===== src/hdl/wwlc_pkg.sv =====
`timescale 1ns / 1ps
// ----------------------------------------------------------------------------
// wwlc_pkg
// Shared types, codes and helpers for the word wrap line counter.
// ----------------------------------------------------------------------------
package wwlc_pkg;

    localparam int DATA_W    = 16;
    localparam int GLYPH_W   = 7;
    localparam int CODE_W    = 8;
    localparam int QUEUE_DEPTH = 4;
    localparam int QPTR_W    = $clog2(QUEUE_DEPTH);
    localparam int QCNT_W    = $clog2(QUEUE_DEPTH + 1);

    localparam logic [CODE_W-1:0] GLYPH_BASE  = 8'h20;
    localparam logic [CODE_W-1:0] CHAR_SPACE  = 8'h20;
    localparam logic [CODE_W-1:0] CHAR_HYPHEN = 8'h2D;
    localparam logic [CODE_W-1:0] CHAR_PERIOD = 8'h2E;

    localparam logic FUNC_LOAD = 1'b0;
    localparam logic FUNC_TEXT = 1'b1;

    typedef enum logic [1:0] {
        KIND_LETTER,
        KIND_SPACE,
        KIND_BREAK
    } wwlc_kind_t;

    typedef struct packed {
        wwlc_kind_t         kind;
        logic [GLYPH_W-1:0] glyph_w;
        logic               last;
    } wwlc_item_t;

    function automatic logic [DATA_W-1:0] sat_add16(
        input logic [DATA_W-1:0] a,
        input logic [DATA_W-1:0] b
    );
        logic [DATA_W:0] s;
        s = {1'b0, a} + {1'b0, b};
        return s[DATA_W] ? {DATA_W{1'b1}} : s[DATA_W-1:0];
    endfunction

endpackage


===== src/hdl/word_wrap_line_counter_core.sv =====
`timescale 1ns / 1ps
// ----------------------------------------------------------------------------
// word_wrap_line_counter_core
// Greedy word wrap line counter with a loadable glyph width store.
// ----------------------------------------------------------------------------
// usage:
//   s_* carries one word per character or glyph load. tuser selects the
//   kind (0 loads a glyph width, 1 feeds a text character), tlast marks the
//   final character of a string.
//   m_* returns the line count of a string, one word per string.
//   cfg_wr_en / cfg_wr_data write the line width in pixels; write it only
//   while no string is in flight.
// timing:
//   one word per cycle in and out while m_tready stays high. the front
//   reads the glyph width memory through its single registered port and
//   the back updates the line state registers directly from the queue
//   head, so the rate is one character per clock. the final character of
//   a string passes the front stage and the queue to the result register.
// reset and stalls:
//   reset clears line state, queue and wrap width; glyph widths are
//   undefined until loaded. when m_tready is low the result holds, the
//   four-entry queue and the front stage fill, then s_tready drops.
// ----------------------------------------------------------------------------
module word_wrap_line_counter_core
    import wwlc_pkg::*;
#(
    parameter int GLYPH_COUNT = 224,
    parameter int WIDTH_CAP   = 100
)
(
    input  logic        clk,
    input  logic        rst_n,
    input  logic        cfg_wr_en,
    input  logic [15:0] cfg_wr_data,   // wrap_width
    input  logic        s_tvalid,
    output logic        s_tready,
    input  logic [23:0] s_tdata,       // char_code [7:0], width_value [23:8]
    input  logic        s_tuser,       // func
    input  logic        s_tlast,
    output logic        m_tvalid,
    input  logic        m_tready,
    output logic [15:0] m_tdata        // line_count
);

    logic [DATA_W-1:0] wrap_width_reg;
    logic              push_valid;
    logic              push_ready;
    wwlc_item_t        push_data;
    logic              pop_valid;
    logic              pop_ready;
    wwlc_item_t        pop_data;

    always_ff @(posedge clk or negedge rst_n)
    begin
        if (!rst_n)
            wrap_width_reg <= '0;
        else if (cfg_wr_en)
            wrap_width_reg <= cfg_wr_data;
    end

    wwlc_front #(
        .GLYPH_COUNT (GLYPH_COUNT),
        .WIDTH_CAP   (WIDTH_CAP)
    ) u_front (
        .clk        (clk),
        .rst_n      (rst_n),
        .in_valid   (s_tvalid),
        .in_ready   (s_tready),
        .in_func    (s_tuser),
        .in_code    (s_tdata[7:0]),
        .in_width   (s_tdata[23:8]),
        .in_last    (s_tlast),
        .push_valid (push_valid),
        .push_ready (push_ready),
        .push_data  (push_data)
    );

    wwlc_queue u_queue (
        .clk        (clk),
        .rst_n      (rst_n),
        .push_valid (push_valid),
        .push_ready (push_ready),
        .push_data  (push_data),
        .pop_valid  (pop_valid),
        .pop_ready  (pop_ready),
        .pop_data   (pop_data)
    );

    wwlc_back u_back (
        .clk        (clk),
        .rst_n      (rst_n),
        .wrap_width (wrap_width_reg),
        .pop_valid  (pop_valid),
        .pop_ready  (pop_ready),
        .pop_data   (pop_data),
        .out_valid  (m_tvalid),
        .out_ready  (m_tready),
        .out_count  (m_tdata)
    );

    // a string always occupies at least one line
    assert property (@(posedge clk) disable iff (!rst_n)
        m_tvalid |-> m_tdata != '0)
        else $error("line count of zero");

    // a blocked result must keep the back from taking another character
    assert property (@(posedge clk) disable iff (!rst_n)
        (m_tvalid && !m_tready) |-> !pop_ready)
        else $error("back popped into a blocked result register");

    // a character waiting for queue space stays put
    assert property (@(posedge clk) disable iff (!rst_n)
        (push_valid && !push_ready) |=> push_valid && $stable(push_data))
        else $error("front dropped or changed a stalled character");

endmodule


===== src/hdl/wwlc_front.sv =====
`timescale 1ns / 1ps
// ----------------------------------------------------------------------------
// wwlc_front
// Accepts words, loads the glyph width memory and classifies text characters.
// ----------------------------------------------------------------------------
module wwlc_front
    import wwlc_pkg::*;
#(
    parameter int GLYPH_COUNT = 224,
    parameter int WIDTH_CAP   = 100
)
(
    input  logic              clk,
    input  logic              rst_n,
    input  logic              in_valid,
    output logic              in_ready,
    input  logic              in_func,
    input  logic [CODE_W-1:0] in_code,
    input  logic [DATA_W-1:0] in_width,
    input  logic              in_last,
    output logic              push_valid,
    input  logic              push_ready,
    output wwlc_item_t        push_data
);

    localparam int AW = $clog2(GLYPH_COUNT);
    localparam logic [GLYPH_W-1:0] CAP = GLYPH_W'(WIDTH_CAP);

    logic [GLYPH_W-1:0] glyph_mem [GLYPH_COUNT];

    logic               st_valid_reg;
    wwlc_kind_t         st_kind_reg;
    logic               st_last_reg;
    logic               st_hit_reg;
    logic [GLYPH_W-1:0] rd_data_reg;

    logic [CODE_W-1:0]  idx;
    logic               in_range;
    logic [AW-1:0]      addr;
    logic               accept;
    logic [GLYPH_W-1:0] capped;
    wwlc_kind_t         kind;

    assign idx      = in_code - GLYPH_BASE;
    assign in_range = {1'b0, idx} < (CODE_W + 1)'(GLYPH_COUNT);
    assign addr     = idx[AW-1:0];
    assign in_ready = !st_valid_reg || push_ready;
    assign accept   = in_valid && in_ready;
    assign capped   = (in_width > DATA_W'(CAP)) ? CAP : in_width[GLYPH_W-1:0];

    always_comb
    begin
        case (in_code)
            CHAR_SPACE:               kind = KIND_SPACE;
            CHAR_HYPHEN, CHAR_PERIOD: kind = KIND_BREAK;
            default:                  kind = KIND_LETTER;
        endcase
    end

    // glyph width store, one write or one read per word
    always_ff @(posedge clk)
    begin
        if (accept && in_range)
        begin
            if (in_func == FUNC_LOAD)
                glyph_mem[addr] <= capped;
            else
                rd_data_reg <= glyph_mem[addr];
        end
    end

    always_ff @(posedge clk)
    begin
        if (accept)
        begin
            st_kind_reg <= kind;
            st_last_reg <= in_last;
            st_hit_reg  <= in_range;
        end
    end

    always_ff @(posedge clk or negedge rst_n)
    begin
        if (!rst_n)
            st_valid_reg <= 1'b0;
        else if (accept)
            st_valid_reg <= (in_func == FUNC_TEXT);
        else if (push_ready)
            st_valid_reg <= 1'b0;
    end

    assign push_valid        = st_valid_reg;
    assign push_data.kind    = st_kind_reg;
    assign push_data.glyph_w = st_hit_reg ? rd_data_reg : '0;
    assign push_data.last    = st_last_reg;

endmodule


===== src/hdl/wwlc_queue.sv =====
`timescale 1ns / 1ps
// ----------------------------------------------------------------------------
// wwlc_queue
// Short first-in first-out queue between the front and back parts.
// ----------------------------------------------------------------------------
module wwlc_queue
    import wwlc_pkg::*;
(
    input  logic       clk,
    input  logic       rst_n,
    input  logic       push_valid,
    output logic       push_ready,
    input  wwlc_item_t push_data,
    output logic       pop_valid,
    input  logic       pop_ready,
    output wwlc_item_t pop_data
);

    wwlc_item_t          entries [QUEUE_DEPTH];
    logic [QPTR_W-1:0]   wr_ptr_reg;
    logic [QPTR_W-1:0]   rd_ptr_reg;
    logic [QCNT_W-1:0]   count_reg;
    logic                do_push;
    logic                do_pop;

    assign push_ready = count_reg != QCNT_W'(QUEUE_DEPTH);
    assign pop_valid  = count_reg != '0;
    assign do_push    = push_valid && push_ready;
    assign do_pop     = pop_valid && pop_ready;
    assign pop_data   = entries[rd_ptr_reg];

    always_ff @(posedge clk)
    begin
        if (do_push)
            entries[wr_ptr_reg] <= push_data;
    end

    always_ff @(posedge clk or negedge rst_n)
    begin
        if (!rst_n)
        begin
            wr_ptr_reg <= '0;
            rd_ptr_reg <= '0;
            count_reg  <= '0;
        end
        else
        begin
            if (do_push)
                wr_ptr_reg <= wr_ptr_reg + 1'b1;
            if (do_pop)
                rd_ptr_reg <= rd_ptr_reg + 1'b1;
            if (do_push && !do_pop)
                count_reg <= count_reg + 1'b1;
            else if (do_pop && !do_push)
                count_reg <= count_reg - 1'b1;
        end
    end

endmodule


===== src/hdl/wwlc_back.sv =====
`timescale 1ns / 1ps
// ----------------------------------------------------------------------------
// wwlc_back
// Line position, word width and wrap count update, with the result register.
// ----------------------------------------------------------------------------
module wwlc_back
    import wwlc_pkg::*;
(
    input  logic              clk,
    input  logic              rst_n,
    input  logic [DATA_W-1:0] wrap_width,
    input  logic              pop_valid,
    output logic              pop_ready,
    input  wwlc_item_t        pop_data,
    output logic              out_valid,
    input  logic              out_ready,
    output logic [DATA_W-1:0] out_count
);

    logic [DATA_W-1:0] line_pos_reg,   line_pos_next;
    logic [DATA_W-1:0] word_width_reg, word_width_next;
    logic [DATA_W-1:0] wraps_reg,      wraps_next;
    logic              out_valid_reg;
    logic [DATA_W-1:0] out_count_reg;

    logic              fire;
    logic [DATA_W-1:0] glyph;
    logic [DATA_W-1:0] ww_add;
    logic [DATA_W-1:0] fit_ww;
    logic [DATA_W:0]   fit_sum;
    logic              do_fit;
    logic              wrap;
    logic [DATA_W-1:0] lp_wrapped;

    assign pop_ready = !out_valid_reg || out_ready;
    assign fire      = pop_valid && pop_ready;
    assign glyph     = DATA_W'(pop_data.glyph_w);
    assign ww_add    = sat_add16(word_width_reg, glyph);
    assign fit_ww    = (pop_data.kind == KIND_SPACE) ? word_width_reg : ww_add;
    assign fit_sum   = {1'b0, line_pos_reg} + {1'b0, fit_ww};
    // a trailing letter leaves a pending word that still gets the fit test
    assign do_fit    = (pop_data.kind != KIND_LETTER) || pop_data.last;
    assign wrap      = do_fit && (fit_sum > {1'b0, wrap_width}) && (line_pos_reg != '0);
    assign lp_wrapped = wrap ? '0 : line_pos_reg;

    always_comb
    begin
        wraps_next = wrap ? sat_add16(wraps_reg, DATA_W'(1)) : wraps_reg;
        case (pop_data.kind)
            KIND_SPACE:
            begin
                line_pos_next   = sat_add16(sat_add16(lp_wrapped, word_width_reg), glyph);
                word_width_next = '0;
            end
            KIND_BREAK:
            begin
                line_pos_next   = sat_add16(lp_wrapped, ww_add);
                word_width_next = '0;
            end
            default:
            begin
                line_pos_next   = lp_wrapped;
                word_width_next = ww_add;
            end
        endcase
    end

    always_ff @(posedge clk or negedge rst_n)
    begin
        if (!rst_n)
        begin
            line_pos_reg   <= '0;
            word_width_reg <= '0;
            wraps_reg      <= '0;
            out_valid_reg  <= 1'b0;
        end
        else
        begin
            if (fire)
            begin
                if (pop_data.last)
                begin
                    line_pos_reg   <= '0;
                    word_width_reg <= '0;
                    wraps_reg      <= '0;
                end
                else
                begin
                    line_pos_reg   <= line_pos_next;
                    word_width_reg <= word_width_next;
                    wraps_reg      <= wraps_next;
                end
            end
            if (fire && pop_data.last)
                out_valid_reg <= 1'b1;
            else if (out_ready)
                out_valid_reg <= 1'b0;
        end
    end

    always_ff @(posedge clk)
    begin
        if (fire && pop_data.last)
            out_count_reg <= sat_add16(wraps_next, DATA_W'(1));
    end

    assign out_valid = out_valid_reg;
    assign out_count = out_count_reg;

endmodule


===== config.mk =====
export PLATFORM = sky130hd
export DESIGN_NAME = word_wrap_line_counter_core
export DESIGN_NICKNAME = d
export VERILOG_FILES = /design/src/hdl/wwlc_pkg.sv /design/src/hdl/word_wrap_line_counter_core.sv /design/src/hdl/wwlc_front.sv /design/src/hdl/wwlc_queue.sv /design/src/hdl/wwlc_back.sv
export SDC_FILE = /design/constraint.sdc
export NUM_CORES = 2
export LEC_CHECK = 0
export ABC_AREA = 0
export ABC_CLOCK_PERIOD_IN_PS = 19600
export BUFFER_PORTS_ARGS = -buffer_cell sky130_fd_sc_hd__buf_2
export CAP_MARGIN = 20
export CORE_MARGIN = 2
export CORE_UTILIZATION = 36
export CTS_CLUSTER_SIZE = 14
export DETAILED_ROUTE_END_ITERATION = 10
export GPL_TIMING_DRIVEN = 0
export PLACE_DENSITY = 0.49
export SYNTH_ARGS = -nofsm -noshare
export SYNTH_HDL_FRONTEND = slang
export SYNTH_HIERARCHICAL = 1
export SYNTH_SLANG_ARGS = --single-unit
export TNS_END_PERCENT = 1

===== constraint.sdc =====
create_clock -name clk -period 19.6 [get_ports clk]
set_input_delay 1.96 -clock clk [delete_from_list [all_inputs] [get_ports clk]]
set_output_delay 1.96 -clock clk [all_outputs]
set_load 0.02 [all_outputs]

Yosys cells after proc, flatten, opt, wreduce, memory -nomap -nowiden
Memory sizes are Yosys's and may differ from the RTL's. A register that Yosys moved wholly into a read port is not among the register bits.
Index checks and enable logic that the tools add are counted.
{"block": "word_totals", "output_inout_bits": 18, "reg_bits": 93, "ramBits": 1608, "input_bits": 47, "mem_count": 2, "wordCells": 88}
{"block": "classes", "magnitude_cmp": 3, "eq_ne": 6, "mux": 27, "add_sub_neg": 12, "n_reduce_logical": 25}
{"name": "u_front.glyph_mem", "words": 224, "width": 7, "rd": 1, "rd_clocked_by_memory_dff": 1, "wr": 1, "line_no": "wwlc_front.sv:29", "rtl": "logic [GLYPH_W-1:0] glyph_mem [GLYPH_COUNT];"}
{"name": "u_queue.entries", "words": 4, "width": 10, "rd": 1, "rd_clocked_by_memory_dff": 0, "wr": 1, "line_no": "wwlc_queue.sv:19", "rtl": "wwlc_item_t entries [QUEUE_DEPTH];"}
{"operator": "two-way mux 16 bit", "n": 12}
{"operator": "adder 16 x 16 -> 17 bit", "n": 3}
{"operator": "adder 16 x 1 -> 17 bit, second input constant", "n": 2}
{"operator": "adder 16 x 7 -> 17 bit", "n": 2}
{"operator": "one-hot mux 16 bit (2 select lines)", "n": 1}
{"operator": "equality test 8 x 6 -> 1 bit, second input constant", "n": 3}
{"operator": "> comparator 17 x 16 -> 1 bit", "n": 1}
{"operator": "> comparator 16 x 7 -> 1 bit, second input constant", "n": 1}
{"operator": "nonzero test 16 bit", "n": 1}
{"operator": "two-way mux 7 bit", "n": 2}
{"operator": "logical AND 1 bit", "n": 9}
{"operator": "two-way mux 1 bit", "n": 9}
{"operator": "< comparator 8 bit, second input constant", "n": 1}
{"operator": "nonzero test 2 bit", "n": 4}
{"operator": "subtractor 8 x 6 -> 8 bit, second input constant", "n": 1}
{"operator": "two-way mux 3 bit", "n": 2}
{"operator": "adder 2 x 1 -> 2 bit, second input constant", "n": 2}
{"operator": "zero test 1 bit", "n": 4}
{"operator": "one-hot mux 2 bit (2 select lines)", "n": 1}
{"operator": "OR reduction 2 bit", "n": 2}
{"operator": "adder 3 x 1 -> 3 bit, second input constant", "n": 1}
{"operator": "logical OR 1 bit", "n": 3}
{"operator": "!= test 3 bit, second input constant", "n": 1}
{"operator": "nonzero test 3 bit", "n": 1}
{"operator": "4 further kinds", "n": 4}

Longest topological paths before layout
An unclocked memory read counts as a cell.
{"block": "depth", "depth_word": 15, "depth_mapped": 63, "depth_no_buf": 57}

Hierarchy
Netlist, hierarchy kept.
{"mod": "wwlc_front", "n_inst": 1, "cells_each": 3040, "seq_area_each_um2": 47440.5, "area_each_um2": 61784.3}
{"mod": "wwlc_back", "n_inst": 1, "cells_each": 997, "seq_area_each_um2": 1706.6, "area_each_um2": 7907.6}
{"mod": "wwlc_queue", "n_inst": 1, "cells_each": 87, "seq_area_each_um2": 1376.3, "area_each_um2": 1870.5}
{"mod": "word_wrap_line_counter_core", "n_inst": 1, "cells_each": 34, "seq_area_each_um2": 400.4, "area_each_um2": 649.4}

Worst setup path after synthesis
OpenSTA, ideal clock, no wires.
{"block": "synth_path", "path_kind": "register to register", "startpoint": "register u_queue.rd_ptr_reg[0]", "endpoint": "register u_back.line_pos_reg[14]", "arrival_ns": 11.320, "stages_incl_launch_ff": 63, "path_slack_ns": 8.160, "period_less_slack_ns": 11.440, "t_required_ns": 19.480, "setup_time_ns": 0.120, "n_path_buf": 8, "cell_sequence": "dfrtp_1 > buf_6 > mux4_2 > ha_1 > fa_1 > a211oi_1 > o21bai_1 > nor2_1 > nor2_1 > o211ai_1 > clkbuf_1 > nand2_1 > mux2_2 > ha_1 > inv_1 > o21bai_1 > a21oi_1 > o21bai_1 > [... 27 more ...] > a31oi_1 > clkbuf_1 > nand2b_1 > ha_1 > inv_1 > fa_1 > inv_1 > a21oi_1 > o21bai_1 > a21o_1 > a21o_1 > a21oi_1 > inv_1 > nand2_1 > nor3_1 > mux2_2 > o211ai_1 > a31o_1"}
{"element": "start: declaration", "line_no": "wwlc_queue.sv:21", "rtl": "logic [QPTR_W-1:0] rd_ptr_reg;"}
{"element": "start signal: assignment", "line_no": "wwlc_queue.sv:51", "rtl": "rd_ptr_reg <= rd_ptr_reg + 1'b1;"}
{"element": "end signal: assignment", "line_no": "wwlc_back.sv:89", "rtl": "line_pos_reg <= line_pos_next;"}
{"element": "end: declaration", "line_no": "wwlc_back.sv:20", "rtl": "logic [DATA_W-1:0] line_pos_reg, line_pos_next;"}

==> results.md <==
- Outcome: complete, no violations
- Core area: roughly 200000 sq um
- RSZ-0062 raised after global routing: false
- Post-Syn Area: approximately 72000 sq um
- Final Setup Violations: 0
- Worst path slowest cell: mux4_2
- CP Max Fanout: 10
- Total track usage: 0.252
- H-tree Lvls: 4
- Rel. slew slack: 0.147
- Post-DP HPWL: 176000 um
- Max FFs per register: between 1500 and 2000
- I/O pins: 65
- Ys async rst share: 0.0427
- CTS-repair resized insts: 0
- Area share of the largest cell type after synthesis: 0.680
- WL/cell: about 36 um
- Starting Density: 0.362
- Number of global-route vias before repair: 41400
- Top Registers: u_front/glyph_mem: 1568 flops, u_queue/entries: 40 flops
- Worst Hold Class: flip-flop to flip-flop
- Clock Latency Late Sink: 0.84 ns
- Min cycle time layout: roughly 15 ns
- Num CTS Buffers: approximately 190
- Syn-to-layout area delta: 14.3%
- Layout Skew: between 0.03 and 0.04 ns
- Peak Freq: 0.0672 GHz
- Final Hold Viols: 0
- PwrDens: ~110 nW/um^2
- Critical Path AT: roughly 16 ns
- Share of cells above drive strength 1: 0.201
- Maxcap violations: 0
- Final ANT Viol Nets: 0
- Kind of critical path: flip-flop to flip-flop
- Slew of the pin with the lowest slew margin: roughly 1.3 ns
- Cell count after synthesis: 4158
- Max-slew violations: 0
- Launching element type of the critical path: flip-flop
- First-pass GRT wire length: 353000 um
- YS warnings: 6
- I/O Buffers: 58
- Synth Register Bits: ~1700
- Max rail drop VDD: between 70 and 80 uV
- Clock Sink Count: about 1700
- Standard-cell row count: approximately 160
- Top_reg_cell synth: edfxtp_1
- Final WL: between 200000 and 300000 um
- Grt total ovfl: 0
- Clk buf depth: 3
- GPL Wtd Cong: ~0.92
- WHS: 0.507 ns
- Critical Path RT: about 20 ns
- Reg with most FFs: u_front/glyph_mem
- Area contributors post-synth: edfxtp_1, mux4_2, dfrtp_1
- Die Ht: approximately 450 um
- Cts hold-fix bufs: 0
- Post-Syn Area per Cell: about 17 sq um
- Postcts setup bufs: 0
- Leakage power: around 27 nW
- Drt initial violations: about 5500
- Crit path top cell by count: a21oi_1
- Crit path max-delay family: compound AO/OA/AOI/OAI gates
- CP Capture Type: flip-flop
- DR pass1 iterations: 8
- # DRC: 0
- CP peak stage delay: 0.57 ns
- Bufs and invs on worst path: 13
- Synth cell types: 110
- Pin count of the biggest net entering global routing: 87
- Die area: slightly above 200000 sq um
- Fin nets: about 4600
- Via count: roughly 43000
- Leading area contributor after synthesis: edfxtp_1
- Chip width: about 450 um
- Routed vias/inst: just under 6
- Syn nets: between 4000 and 5000
- Setup_tns: 0 ns
- CTS tree: yes
- Reg clk slew, reported paths: approximately 0.060 ns
- Initial antenna violation count: 21
- Clock Root Buffer: clkbuf_16
- Period utilisation layout: 0.759
- Seq/Total Area, Yosys: 0.705
- Post-synth EDFFs: between 1500 and 2000
[Yosys cell counts, types with 24 or more instances]
cell and count:
edfxtp_1 1635, mux4_2 337, nor2_1 326, mux2i_1 170
nand2_1 152, a21oi_1 151, clkbuf_1 114, o21ai_0 91
ha_1 90, a22oi_1 79, dfrtp_1 73, nand3_1 71
buf_2 68, inv_1 57, nand4_1 44, and2_1 41
xnor2_1 40, mux2_2 38, nor3_1 34, buf_4 30
o22ai_1 29, xor2_1 27, a211oi_1 26, a22o_1 25
a21o_1 24
[through the flow]
step	instance area, sq um	cells	power (mW)	setup WS, ns	utilization
3_3_place_gp	75800	6872	5.50	4.90	0.380
5_1_grt	82500	7238	9.18	3.37	0.414
4_1_cts	82500	7236	8.92	4.78	0.414
2_1_floorplan	72200	4158	5.02	8.16	-
3_5_place_dp	76600	6906	5.50	4.87	0.384
6_report	82500	7242	8.85	4.72	0.414
[cells by family (layout without fill, tap and decap cells)]
logic type	Yosys count	after routing	share of synthesized area
simple gates	827	827	0.0556
compound gates	602	602	0.0563
flops	1708	1708	0.705
xor+xnor	67	67	0.00813
fa+ha+maj	97	97	0.0174
buf+inv	298	721	0.0196
mux	559	559	0.138
other cells	0	5	0
[metal layers]
layer	GRT usage	routed length, um
met5	0	69
met3	0.0516	20500
met4	0.102	11500
met2	0.420	127000
met1	0.322	101000
[cell type report]
cell class	instances	area, sq um
clock inverters	94	902
plain buffers	237	1210
fillers	18000	117000
clock buffers	236	4950
diodes	5	12.5
flip-flops and latches	1708	50900
repair buffers	93	1050
multi-input cells	2152	19900
inverters	61	229
well taps	2656	3320
[final timing paths]
check / start / end / slack, ns / depth (start not counted)
min: u_front/st_kind_reg[0] / u_queue/entries[2][8] / 0.51 / 0
max reg2reg: u_queue/rd_ptr_reg[0] / u_back/line_pos_reg[2] / 4.72 / 62
min reg2reg: u_front/st_kind_reg[0] / u_queue/entries[2][8] / 0.51 / 0
min in group asynchronous: rst_n / u_back/word_width_reg[15] / 1.08 / 1
max in group asynchronous: rst_n / u_front/push_valid / 17.90 / 2
max: u_queue/rd_ptr_reg[0] / u_back/line_pos_reg[2] / 4.72 / 62
[report_power, final]
part	internal (mW)	switching [mW]	total (mW)	leakage, nW
logic	0.466	0.911	1.38	8.20
registers	4.01	0.0467	4.06	15.7
clock network	1.95	1.47	3.42	2.84
total	6.43	2.42	8.85	26.7
[cell usage in the layout (no fill, tap or decap), types with 13 or more instances in the layout]
| cell | netlist | final |
|---|---|---|
| ha_1 | 90 | 90 |
| mux4_2 | 337 | 337 |
| nor2_1 | 326 | 326 |
| nand2_1 | 152 | 152 |
| nand2b_1 | 17 | 16 |
| buf_4 | 30 | 33 |
| nor2b_1 | 15 | 14 |
| nor3_1 | 34 | 34 |
| and2_1 | 41 | 37 |
| bufinv_16 | 0 | 13 |
| inv_1 | 57 | 57 |
| clkbuf_16 | 0 | 190 |
| edfxtp_1 | 1635 | 1635 |
| o21ai_0 | 91 | 91 |
| clkbuf_1 | 114 | 143 |
| clkinv_1 | 1 | 40 |
| nand3_1 | 71 | 71 |
| xnor2_1 | 40 | 40 |
| a22o_1 | 25 | 25 |
| a31oi_1 | 22 | 22 |
| buf_2 | 68 | 131 |
| xor2_1 | 27 | 27 |
| a21o_1 | 24 | 24 |
| mux2_2 | 38 | 38 |
| o211ai_1 | 19 | 19 |
| nand4_1 | 44 | 44 |
| a211oi_1 | 26 | 26 |
| a21oi_1 | 151 | 151 |
| buf_16 | 0 | 21 |
| and3_1 | 20 | 20 |
| dfrtp_1 | 73 | 73 |
| nor4_1 | 22 | 21 |
| o22ai_1 | 29 | 29 |
| o21ai_1 | 13 | 13 |
| clkinv_2 | 0 | 24 |
| mux2i_1 | 170 | 170 |
| a22oi_1 | 79 | 79 |
| clkbuf_2 | 1 | 16 |
No activity file was read; power rests on OpenSTA's default activity.
